File: config.mk
export PLATFORM = sky130hd
export DESIGN_NAME = hci_uart_h4_deframer_unit_flat
export DESIGN_NICKNAME = d
export VERILOG_FILES = /design/src/rtl/hciuh4_pkg.sv /design/src/rtl/hciuh4_if.sv /design/src/rtl/hciuh4_step.sv /design/src/rtl/hci_uart_h4_deframer_unit.sv /design/src/flat_wrapper.sv
export SDC_FILE = /design/constraint.sdc
export NUM_CORES = 1
export LEC_CHECK = 0
export BUFFER_PORTS_ARGS = -buffer_cell sky130_fd_sc_hd__buf_4
export CORE_MARGIN = 1
export CORE_UTILIZATION = 57
export CTS_BUF_LIST = sky130_fd_sc_hd__clkbuf_4 sky130_fd_sc_hd__clkbuf_8
export DETAILED_ROUTE_END_ITERATION = 8
export PLACE_DENSITY = 0.83
export SLEW_MARGIN = 30
export SYNTH_ARGS = -nofsm -noshare
export SYNTH_HDL_FRONTEND = slang
export SYNTH_SLANG_ARGS = --single-unit
export TNS_END_PERCENT = 10
File: constraint.sdc
create_clock -name clock -period 4.75 [get_ports clock]
set_input_delay 0.475 -clock clock [delete_from_list [all_inputs] [get_ports clock]]
set_output_delay 0.475 -clock clock [all_outputs]
set_load 0.1 [all_outputs]
File: src/rtl/hciuh4_pkg.sv
// ----------------------------------------------------------------------------
// HCI UART H4 deframer package
// Shared types, codes and helpers for the H4 byte stream deframer.
// ----------------------------------------------------------------------------
package hciuh4_pkg;

   localparam logic [16:0] MAX_PACKET_BYTES = 17'd4096;

   localparam logic [2:0] KIND_CMD     = 3'd0;
   localparam logic [2:0] KIND_ACL     = 3'd1;
   localparam logic [2:0] KIND_SCO     = 3'd2;
   localparam logic [2:0] KIND_EVENT   = 3'd3;
   localparam logic [2:0] KIND_ISO     = 3'd4;
   localparam logic [2:0] KIND_UNKNOWN = 3'd5;

   localparam logic [7:0] IND_FIRST = 8'h01;
   localparam logic [7:0] IND_LAST  = 8'h05;

   localparam logic [15:0] ISO_LEN_MASK = 16'h3FFF;

   localparam logic [1:0] STATUS_OK       = 2'd0;
   localparam logic [1:0] STATUS_UNKNOWN  = 2'd1;
   localparam logic [1:0] STATUS_OVERSIZE = 2'd2;

   localparam logic [1:0] CSR_SINK_READY     = 2'd0;
   localparam logic [1:0] CSR_TRIGGER_OPCODE = 2'd1;
   localparam logic [1:0] CSR_LOG_FROM_START = 2'd2;

   localparam logic [15:0] TRIGGER_OPCODE_RESET = 16'hFC16;

   typedef enum logic [1:0] {
      PH_IDLE     = 2'd0,
      PH_HEADER   = 2'd1,
      PH_PAYLOAD  = 2'd2,
      PH_OVERSIZE = 2'd3
   } phase_type;

   typedef struct packed {
      phase_type   phase;
      logic [2:0]  kind;
      logic [1:0]  hdr_idx;
      logic [15:0] hdr_word;
      logic [15:0] remaining;
   } ctx_type;

   typedef struct packed {
      logic [7:0] out_byte;
      logic       out_direction;
      logic       packet_start;
      logic       packet_end;
      logic [2:0] packet_kind;
      logic       log_keep;
      logic [1:0] status;
   } result_type;

   typedef struct packed {
      logic sink_ready;
      logic log_from_start;
      logic logging_on;
   } log_ctrl_type;

   function automatic logic [2:0] hdr_len(input logic [2:0] kind);
      logic [2:0] len;
      unique case (kind)
         KIND_CMD:   len = 3'd3;
         KIND_ACL:   len = 3'd4;
         KIND_SCO:   len = 3'd3;
         KIND_EVENT: len = 3'd2;
         KIND_ISO:   len = 3'd4;
         default:    len = 3'd0;
      endcase
      return len;
   endfunction

endpackage

File: src/rtl/hciuh4_if.sv
// ----------------------------------------------------------------------------
// HCI UART H4 deframer channels
// Valid/ready channels for stream bytes in and annotated bytes out.
// ----------------------------------------------------------------------------
interface hciuh4_req_if;
   logic       valid;
   logic       ready;
   logic [7:0] data_byte;
   logic       direction;

   modport source (output valid, output data_byte, output direction, input ready);
   modport sink   (input valid, input data_byte, input direction, output ready);
endinterface

interface hciuh4_rsp_if;
   logic       valid;
   logic       ready;
   logic [7:0] out_byte;
   logic       out_direction;
   logic       packet_start;
   logic       packet_end;
   logic [2:0] packet_kind;
   logic       log_keep;
   logic [1:0] status;

   modport source (output valid, output out_byte, output out_direction,
                   output packet_start, output packet_end, output packet_kind,
                   output log_keep, output status, input ready);
   modport sink   (input valid, input out_byte, input out_direction,
                   input packet_start, input packet_end, input packet_kind,
                   input log_keep, input status, output ready);
endinterface

File: src/rtl/hciuh4_step.sv
// ----------------------------------------------------------------------------
// HCI UART H4 deframer parse step
// Advances one direction's packet parser by one byte and classifies it.
// ----------------------------------------------------------------------------
module hciuh4_step
   import hciuh4_pkg::*;
(
   input  ctx_type      ctx,
   input  logic [7:0]   data_byte,
   input  logic         direction,
   input  logic [15:0]  trigger_opcode,
   input  log_ctrl_type log_ctrl,
   output ctx_type      ctx_next,
   output logic         trigger_hit,
   output result_type   result
);

   phase_type   phase;
   logic        is_ind;
   logic [2:0]  ind_kind;
   logic [15:0] hw_upd;
   logic        done;
   logic [15:0] len;
   logic        len_zero;
   logic [16:0] pkt_total;
   logic        over;
   logic [15:0] rem_dec;
   logic        pay_last;
   logic        keep_en;

   // decode shared by next state and outputs
   always_comb begin
      phase = ctx.phase;
      if (ctx.phase != PH_IDLE && ctx.kind > KIND_ISO) begin
         phase = PH_IDLE;
      end
      is_ind   = (data_byte >= IND_FIRST) && (data_byte <= IND_LAST);
      ind_kind = data_byte[2:0] - 3'd1;

      hw_upd = ctx.hdr_word;
      done   = 1'b0;
      len    = 16'd0;
      if (ctx.hdr_idx == 2'd0) begin
         hw_upd = {8'd0, data_byte};
      end else if (ctx.hdr_idx == 2'd1 && ctx.kind != KIND_EVENT) begin
         hw_upd = {data_byte, ctx.hdr_word[7:0]};
      end
      if (ctx.kind == KIND_EVENT) begin
         if (ctx.hdr_idx != 2'd0) begin
            done = 1'b1;
            len  = {8'd0, data_byte};
         end
      end else if (ctx.kind == KIND_CMD || ctx.kind == KIND_SCO) begin
         if (ctx.hdr_idx >= 2'd2) begin
            done = 1'b1;
            len  = {8'd0, data_byte};
         end
      end else begin
         if (ctx.hdr_idx == 2'd2) begin
            hw_upd = {8'd0, data_byte};
         end else if (ctx.hdr_idx == 2'd3) begin
            done = 1'b1;
            len  = {data_byte, ctx.hdr_word[7:0]};
            if (ctx.kind == KIND_ISO) begin
               len = len & ISO_LEN_MASK;
            end
         end
      end
      len_zero  = (len == 16'd0);
      pkt_total = {1'b0, len} + 17'd1 + {14'd0, hdr_len(ctx.kind)};
      over      = pkt_total > MAX_PACKET_BYTES;

      trigger_hit = (phase == PH_HEADER) && (ctx.kind == KIND_CMD)
                    && (ctx.hdr_idx >= 2'd2) && (ctx.hdr_word == trigger_opcode);
      keep_en = (log_ctrl.logging_on | trigger_hit | log_ctrl.log_from_start)
                & log_ctrl.sink_ready;

      rem_dec  = (ctx.remaining != 16'd0) ? ctx.remaining - 16'd1 : 16'd0;
      pay_last = (rem_dec == 16'd0);
   end

   // next state
   always_comb begin
      ctx_next = ctx;
      unique case (phase)
         PH_IDLE: begin
            if (is_ind) begin
               ctx_next.phase     = PH_HEADER;
               ctx_next.kind      = ind_kind;
               ctx_next.hdr_idx   = 2'd0;
               ctx_next.hdr_word  = 16'd0;
               ctx_next.remaining = 16'd0;
            end else begin
               ctx_next.phase = PH_IDLE;
            end
         end
         PH_HEADER: begin
            ctx_next.hdr_idx  = ctx.hdr_idx + 2'd1;
            ctx_next.hdr_word = hw_upd;
            if (done) begin
               if (len_zero) begin
                  ctx_next.phase = PH_IDLE;
               end else begin
                  ctx_next.remaining = len;
                  ctx_next.phase     = over ? PH_OVERSIZE : PH_PAYLOAD;
               end
            end
         end
         PH_PAYLOAD, PH_OVERSIZE: begin
            ctx_next.remaining = rem_dec;
            if (pay_last) begin
               ctx_next.phase = PH_IDLE;
            end
         end
      endcase
   end

   // outputs
   always_comb begin
      result               = '0;
      result.out_byte      = data_byte;
      result.out_direction = direction;
      result.packet_kind   = ctx.kind;
      result.status        = STATUS_OK;
      unique case (phase)
         PH_IDLE: begin
            if (is_ind) begin
               result.packet_start = 1'b1;
               result.packet_kind  = ind_kind;
            end else begin
               result.packet_kind = KIND_UNKNOWN;
               result.status      = STATUS_UNKNOWN;
            end
         end
         PH_HEADER: begin
            if (done && over) begin
               result.status = STATUS_OVERSIZE;
            end
            if (done && len_zero) begin
               result.packet_end = 1'b1;
               result.log_keep   = !over && keep_en;
            end
         end
         PH_PAYLOAD: begin
            result.packet_end = pay_last;
            result.log_keep   = pay_last && keep_en;
         end
         PH_OVERSIZE: begin
            result.status     = STATUS_OVERSIZE;
            result.packet_end = pay_last;
         end
      endcase
   end

endmodule

File: src/rtl/hci_uart_h4_deframer_unit.sv
// ----------------------------------------------------------------------------
// HCI UART H4 deframer
// Splits the send and receive H4 byte streams into HCI packets.
// ----------------------------------------------------------------------------
// Takes one stream byte per cycle while rsp is not stalled and presents
// exactly one annotated byte for it on rsp through an input register, then
// the result register. Each direction has its own parser context; the shared
// logging flag latches once a command header carries the trigger opcode.
// Sustained rate is one byte per clock and is set only by rsp.ready: a byte
// moves from the input register to the result register whenever the result
// register is empty or being taken, so a new request is accepted in the same
// cycle. Configuration writes take effect at the next edge.
// ----------------------------------------------------------------------------
module hci_uart_h4_deframer_unit
   import hciuh4_pkg::*;
(
   input  logic                clock,
   input  logic                reset,
   hciuh4_req_if.sink          req,
   hciuh4_rsp_if.source        rsp,
   input  logic                csr_we,
   input  logic [1:0]          csr_index,
   input  logic [15:0]         csr_wdata
);

   logic         sink_ready_ff;
   logic [15:0]  trigger_opcode_ff;
   logic         log_from_start_ff;
   logic         logging_on_ff;

   logic         in_valid_ff;
   logic [7:0]   in_byte_ff;
   logic         in_dir_ff;

   ctx_type      ctx_ff [2];
   ctx_type      ctx_in;

   logic         rsp_valid_ff;
   result_type   rsp_data_ff;
   result_type   result;

   logic         advance;
   logic         trigger_hit;
   log_ctrl_type log_ctrl;

   assign advance   = in_valid_ff && (!rsp_valid_ff || rsp.ready);
   assign req.ready = !in_valid_ff || advance;

   assign log_ctrl.sink_ready     = sink_ready_ff;
   assign log_ctrl.log_from_start = log_from_start_ff;
   assign log_ctrl.logging_on     = logging_on_ff;

   hciuh4_step u_step (
      .ctx            (ctx_ff[in_dir_ff]),
      .data_byte      (in_byte_ff),
      .direction      (in_dir_ff),
      .trigger_opcode (trigger_opcode_ff),
      .log_ctrl       (log_ctrl),
      .ctx_next       (ctx_in),
      .trigger_hit    (trigger_hit),
      .result         (result)
   );

   // configuration registers
   always_ff @(posedge clock) begin
      if (reset) begin
         sink_ready_ff     <= 1'b1;
         trigger_opcode_ff <= TRIGGER_OPCODE_RESET;
         log_from_start_ff <= 1'b0;
      end else if (csr_we) begin
         unique case (csr_index)
            CSR_SINK_READY:     sink_ready_ff     <= csr_wdata[0];
            CSR_TRIGGER_OPCODE: trigger_opcode_ff <= csr_wdata;
            CSR_LOG_FROM_START: log_from_start_ff <= csr_wdata[0];
            default: ;
         endcase
      end
   end

   // input register
   always_ff @(posedge clock) begin
      if (reset) begin
         in_valid_ff <= 1'b0;
      end else if (req.ready) begin
         in_valid_ff <= req.valid;
      end
   end

   always_ff @(posedge clock) begin
      if (req.valid && req.ready) begin
         in_byte_ff <= req.data_byte;
         in_dir_ff  <= req.direction;
      end
   end

   // parser contexts and logging flag
   always_ff @(posedge clock) begin
      if (reset) begin
         ctx_ff[0]     <= '0;
         ctx_ff[1]     <= '0;
         logging_on_ff <= 1'b0;
      end else if (advance) begin
         ctx_ff[in_dir_ff] <= ctx_in;
         if (trigger_hit) begin
            logging_on_ff <= 1'b1;
         end
      end
   end

   // result register
   always_ff @(posedge clock) begin
      if (reset) begin
         rsp_valid_ff <= 1'b0;
      end else if (advance) begin
         rsp_valid_ff <= 1'b1;
      end else if (rsp.ready) begin
         rsp_valid_ff <= 1'b0;
      end
   end

   always_ff @(posedge clock) begin
      if (advance) begin
         rsp_data_ff <= result;
      end
   end

   assign rsp.valid         = rsp_valid_ff;
   assign rsp.out_byte      = rsp_data_ff.out_byte;
   assign rsp.out_direction = rsp_data_ff.out_direction;
   assign rsp.packet_start  = rsp_data_ff.packet_start;
   assign rsp.packet_end    = rsp_data_ff.packet_end;
   assign rsp.packet_kind   = rsp_data_ff.packet_kind;
   assign rsp.log_keep      = rsp_data_ff.log_keep;
   assign rsp.status        = rsp_data_ff.status;

endmodule

File: src/flat_wrapper.sv
// flat-port wrapper written by rule: the top's interface ports become plain ports
module hci_uart_h4_deframer_unit_flat import hciuh4_pkg::*;
  (clock, reset, csr_we, csr_index, csr_wdata, req_valid, req_data_byte, req_direction, req_ready, rsp_valid, rsp_out_byte, rsp_out_direction, rsp_packet_start, rsp_packet_end, rsp_packet_kind, rsp_log_keep, rsp_status, rsp_ready);
  hciuh4_req_if req_i ();
  hciuh4_rsp_if rsp_i ();
  input  logic clock;
  input  logic reset;
  input  logic csr_we;
  input  logic [1:0] csr_index;
  input  logic [15:0] csr_wdata;
  input wire logic [$bits(req_i.valid)-1:0] req_valid;
  input wire logic [$bits(req_i.data_byte)-1:0] req_data_byte;
  input wire logic [$bits(req_i.direction)-1:0] req_direction;
  output wire logic [$bits(req_i.ready)-1:0] req_ready;
  output wire logic [$bits(rsp_i.valid)-1:0] rsp_valid;
  output wire logic [$bits(rsp_i.out_byte)-1:0] rsp_out_byte;
  output wire logic [$bits(rsp_i.out_direction)-1:0] rsp_out_direction;
  output wire logic [$bits(rsp_i.packet_start)-1:0] rsp_packet_start;
  output wire logic [$bits(rsp_i.packet_end)-1:0] rsp_packet_end;
  output wire logic [$bits(rsp_i.packet_kind)-1:0] rsp_packet_kind;
  output wire logic [$bits(rsp_i.log_keep)-1:0] rsp_log_keep;
  output wire logic [$bits(rsp_i.status)-1:0] rsp_status;
  input wire logic [$bits(rsp_i.ready)-1:0] rsp_ready;
  assign req_i.valid = req_valid;
  assign req_i.data_byte = req_data_byte;
  assign req_i.direction = req_direction;
  assign req_ready = req_i.ready;
  assign rsp_valid = rsp_i.valid;
  assign rsp_out_byte = rsp_i.out_byte;
  assign rsp_out_direction = rsp_i.out_direction;
  assign rsp_packet_start = rsp_i.packet_start;
  assign rsp_packet_end = rsp_i.packet_end;
  assign rsp_packet_kind = rsp_i.packet_kind;
  assign rsp_log_keep = rsp_i.log_keep;
  assign rsp_status = rsp_i.status;
  assign rsp_i.ready = rsp_ready;
  hci_uart_h4_deframer_unit u_core (.clock(clock), .reset(reset), .req(req_i), .rsp(rsp_i), .csr_we(csr_we), .csr_index(csr_index), .csr_wdata(csr_wdata));
endmodule
### Yosys cells after proc, flatten, opt, wreduce, memory -nomap -nowiden

Memories as Yosys holds them, arrays and structs flattened. A register that Yosys moved wholly into a read port is not among the register bits.
Index checks and enable logic that the tools add are counted.

* RAM bits: 78
* flip-flop bits (word level): 47
* input port bits: 32
* memories: 1
* bits in latches: 0
* output and inout port bits: 19
* ROM bits: 0

* div/mod/pow operators: 0
* equal/unequal tests: 14
* reduce and logical (&&, ||, !) cells: 36
* add/subtract/negate cells: 5
* muxes and demuxes: 54
* shift-type cells: 0
* multipliers: 0
* order comparisons: 5
* bitwise logic cells: 3

Memory list
* u_core.ctx_ff: words 2, width 39, read ports 1, clocked after memory_dff 1, wr ports 2, RTL line hci_uart_h4_deframer_unit.sv:35 `ctx_type ctx_ff [2];`

Operators by type and width (number)
* 2-to-1 mux 16 bit: 13
* one-hot mux 16 bit (3 select lines): 1
* 2-to-1 mux 39 bit: 1
* OR reduction 39 bit: 1
* 2-to-1 mux 37 bit: 1
* one-hot mux 18 bit (2 select lines): 1
* logical NOT 16 bit: 2
* 2-to-1 mux 1 bit: 22
* adder 16 x 1 -> 17 bit, second input constant: 1
* adder 17 x 3 -> 17 bit: 1
* greater-than comparator 17 x 13 -> 1 bit, second input constant: 1
* equality test 16 bit: 1
* 2-to-1 mux 8 bit: 2
* nonzero test 16 bit: 1
* subtractor 16 x 1 -> 16 bit, second input constant: 1
* logical AND 1 bit: 12
* one-hot mux 2 bit (3 select lines): 2
* equality test 2 bit, second input constant: 5
* 2-to-1 mux 2 bit: 5
* 2-to-1 mux 3 bit: 3
* one-hot mux 3 bit (3 select lines): 1
* greater-or-equal comparator 8 x 1 -> 1 bit, second input constant: 1
* less-or-equal comparator 8 x 3 -> 1 bit, second input constant: 1
* AND reduction 2 bit: 4
* other kinds (18): 33

### Logic depth before layout (Yosys ltp)

* depth after elaboration: 14
* mapped depth: 22

### By module

From an unflattened synthesis, not the netlist that was laid out.

* cell total of the unflattened synthesis: 715
* area total of the unflattened synthesis: 7539.7 um^2

By module, submodules not included
* hci_uart_h4_deframer_unit: times used 1, seq. area each 3563.4 um^2, area each 5038.6 um^2, cells each 336
* hciuh4_step: times used 1, seq. area each 0.0 um^2, area each 2501.1 um^2, cells each 379

### Least setup slack after synthesis

OpenSTA, ideal clock, no wires.

* kind: flip-flop to flip-flop
* from: register with a tool-made name
* to: memory u_core.ctx_ff[0][37] (netlist name) (data pin)
* stages on the path, launching flop included: 22
* clock period less this slack: 5.134 ns
* arrival time: 4.871 ns
* buffers on the path: 6
* setup slack: -0.384 ns
* library setup time: 0.263 ns
* cell sequence: dfxtp_1 buf_6 buf_2 buf_2 buf_2 buf_1 mux2i_1 inv_1 ha_1 nand2b_1 nor2_1 clkbuf_1 a22o_1 ha_1 a21o_1 a21oi_1 or4_1 o32a_1 a221oi_1 nand4_1 a31oi_1 o21ai_1

RTL lines (RTL line)
* end: declaration: hci_uart_h4_deframer_unit.sv:35

==> results.json <==
{
  "crit_path_end_kind": "register",
  "hold_buffers": 0,
  "dp_slack_ns": 0.363,
  "yosys-top-cells-count": "edfxtp_1 (104), nor2_1 (97), nand2_1 (71), a21oi_1 (44), mux2i_1 (34)",
  "fin_skew_ns": 0.0129,
  "place_congestion": 0.907,
  "synth_area_per_cell_sq_um": 9.88,
  "ys_seq_area_share_pct": 47.5,
  "cts.sinks": 126,
  "clockBufferDepth": 2,
  "grt_max_degree": 45,
  "syn_nets": 805,
  "start_util_pct": 59.0,
  "die_area_sq_um": 13600,
  "clkSlewWorstSetupHoldPaths_ns": 0.08,
  "yosys_register_bits": 126,
  "core-area_sq_um": 12700,
  "cp.arrival_ns": 4.64,
  "port_buffers": 50,
  "final.min_clock_period_ns": 4.45,
  "clock_tree.root_cell": "clkbuf_8",
  "p_leak_nw": 3.27,
  "yosysTopAreaCellShare_pct": 41.6,
  "viasPerCell": 6.43,
  "criticalPathCategory": "register to register",
  "drt_pass1_iterations": 6,
  "die_h_um": 117,
  "cp-start-kind": "register",
  "synth_edf_count": 104,
  "fin_tns_setup_ns": 0,
  "ant_nets": 0,
  "grt_usage_pct": 33.1,
  "fin_ws_ns": 0.303,
  "setup_violations": 0,
  "rows": 41,
  "first_iter_violations": 712,
  "timing.final.crit_share_pct": 93.6,
  "fmaxAchievable_mhz": 225,
  "hold_slack_ns": 0.192,
  "cts_tree": "yes",
  "drc": 0,
  "insertion_delay_ns": 0.46,
  "hpwl_um": 15000,
  "syn2layout_area_growth_pct": 15.1,
  "drive_gt1_share_pct": 17.8,
  "synth.most_common_cell": "edfxtp_1",
  "ioPinCount": 51,
  "cp_max_fo": 7,
  "synth.area.top_cells": "edfxtp_1 (42%), dfxtp_1 (5.9%), nor2_1 (4.9%)",
  "grt_pass1_wl_um": 33000,
  "h-tree-depth": 4,
  "synthCells": 759,
  "hold_viol": 0,
  "wirelength_um": 21300,
  "wl_per_cell_um": 21.3,
  "maxCapViolations": 0,
  "antenna_found_initial": 0,
  "vias": 6440,
  "required_ns": 4.94,
  "relSlewSlack_pct": 50.0,
  "status": "complete, no violations",
  "cts_buffers": 17,
  "grt_pass1_vias": 6258,
  "pwr_density_cell_nw_per_um2": 350,
  "n_fill_cell": 1032,
  "synth_area_leader_cell": "edfxtp_1",
  "fin_nets": 861,
  "netlist_area_sq_um": 7500,
  "yosys_warnings": 0,
  "drv_slew": 0,
  "async_reset_ff_share_pct": 0,
  "gr-total-overflow": 0,
  "synth_cell_type_count": 69,
  "hold_class": "primary input to register",
  "die_x_um": 117,
  "tightest_slew_ns": 0.749,
  "cts_setup_buffers": 0,
  "irDropWorstVdd_v": 0.000252,
  "cts_resized": 0,
  "rsz0062_at_grt": "no",
  "synthFlopType": "edfxtp_1"
}
## cell type report
class / count / area, sq um / area share, %
sequential: 126 / 3560 / 41.3
timing repair buffer: 76 / 574 / 6.65
antenna: 1 / 2.50 / 0.0290
clock buffer: 19 / 255 / 2.96
multi-input combinational: 575 / 3740 / 43.4
clock inverter: 13 / 208 / 2.41
tap: 172 / 215 / 2.49
inverter: 19 / 71.3 / 0.826
## registers in the layout, summed over array words and instances, names as in the netlist, named ones only
name                      flops
u_core.ctx_ff                78
u_core.in_byte_ff             8
u_core.in_dir_ff              1
u_core.in_valid_ff            1
u_core.log_from_start_ff      1
u_core.logging_on_ff          1
u_core.rsp.log_keep           1
u_core.rsp.out_byte           8
u_core.rsp.out_direction      1
u_core.rsp.packet_end         1
u_core.rsp.packet_kind        3
u_core.rsp.packet_start       1
u_core.rsp.status             2
u_core.rsp.valid              1
u_core.sink_ready_ff          1
u_core.trigger_opcode_ff     16
## logic make-up (layout without fill, tap and decap cells)
| logic type | count (synthesis) | count (layout) | share of synthesized area (%) |
|---|---|---|---|
| other | 0 | 1 | 0 |
| AND/OR/NAND/NOR | 311 | 311 | 20.9 |
| AO/OA/AOI/OAI | 167 | 167 | 15.2 |
| adder cells (fa/ha/maj) | 14 | 14 | 2.44 |
| buffers and inverters | 58 | 127 | 3.14 |
| XOR/XNOR | 30 | 30 | 3.50 |
| flip-flops | 126 | 126 | 47.5 |
| multiplexers | 53 | 53 | 7.39 |
## cells in the final DEF (no fill, tap or decap), types with 11 or more instances in the layout
cell type / synthesis / final
xnor2_1: 17 / 17
nor3_1: 25 / 25
o21ai_0: 24 / 24
ha_1: 13 / 13
edfxtp_1: 104 / 104
xor2_1: 13 / 13
a21oi_1: 44 / 43
nand3b_1: 13 / 13
nor2_1: 97 / 97
nand2_1: 71 / 71
mux2i_1: 34 / 32
mux2_2: 19 / 19
buf_4: 0 / 75
dfxtp_1: 22 / 21
nor2b_1: 11 / 11
a22oi_1: 16 / 16
nand3_1: 12 / 12
inv_1: 19 / 19
or3_1: 11 / 11
clkbuf_8: 0 / 18
## per-stage QoR
step                      utilization [%]  total power [mW]  cell area (sq um)  instances
after floorplan                         -              1.74               7520        759
after global placement               64.0              1.91               8140        968
after detailed placement             64.1              1.93               8150        968
after CTS                            67.7              3.01               8610       1000
after global routing                 67.9              3.12               8630       1000
final                                67.9              3.02               8630       1001
## where the power goes
group          leakage [nW]  internal [mW]  switching [mW]
Sequential             1.24           1.25          0.0458
Combinational          1.79          0.223           0.400
Clock                 0.239          0.648           0.449
## path summary, 6_finish.rpt
check                                                       start                                 to  slack (ns)  cells past startpoint
worst max-delay path                                     register     u_core.rsp.status[1]$_DFFE_PP_        0.30                     15
worst min register to register  u_core.logging_on_ff$_SDFFE_PP0P_  u_core.logging_on_ff$_SDFFE_PP0P_        0.45                      2
worst max register to register                           register     u_core.rsp.status[1]$_DFFE_PP_        0.30                     15
worst min-delay path                             req_data_byte[3]     u_core.in_byte_ff[3]$_DFFE_PP_        0.19                      1
## layer usage
| layer | global-route usage [%] | wire length, um |
|---|---|---|
| met1 | 39.9 | 8400 |
| met2 | 55.7 | 10400 |
| met3 | 8.77 | 1750 |
| met4 | 14.6 | 755 |
| met5 | 0 | 0 |
## critical path, cell delays in order (launching register included)
cell and delay (ns):
dfxtp_2 0.47, mux2i_2 0.37, ha_1 0.34, a21oi_1 0.08, nand2b_1 0.24, a22oi_1 0.35, ha_1 0.21, inv_1 0.07
fa_1 0.43, a21oi_1 0.38, nor4b_1 0.11, o32a_1 0.20, a221oi_1 0.31, nand4_1 0.14, a31oi_1 0.31, o22ai_1 0.16
Power figures use the tool's default switching activity.
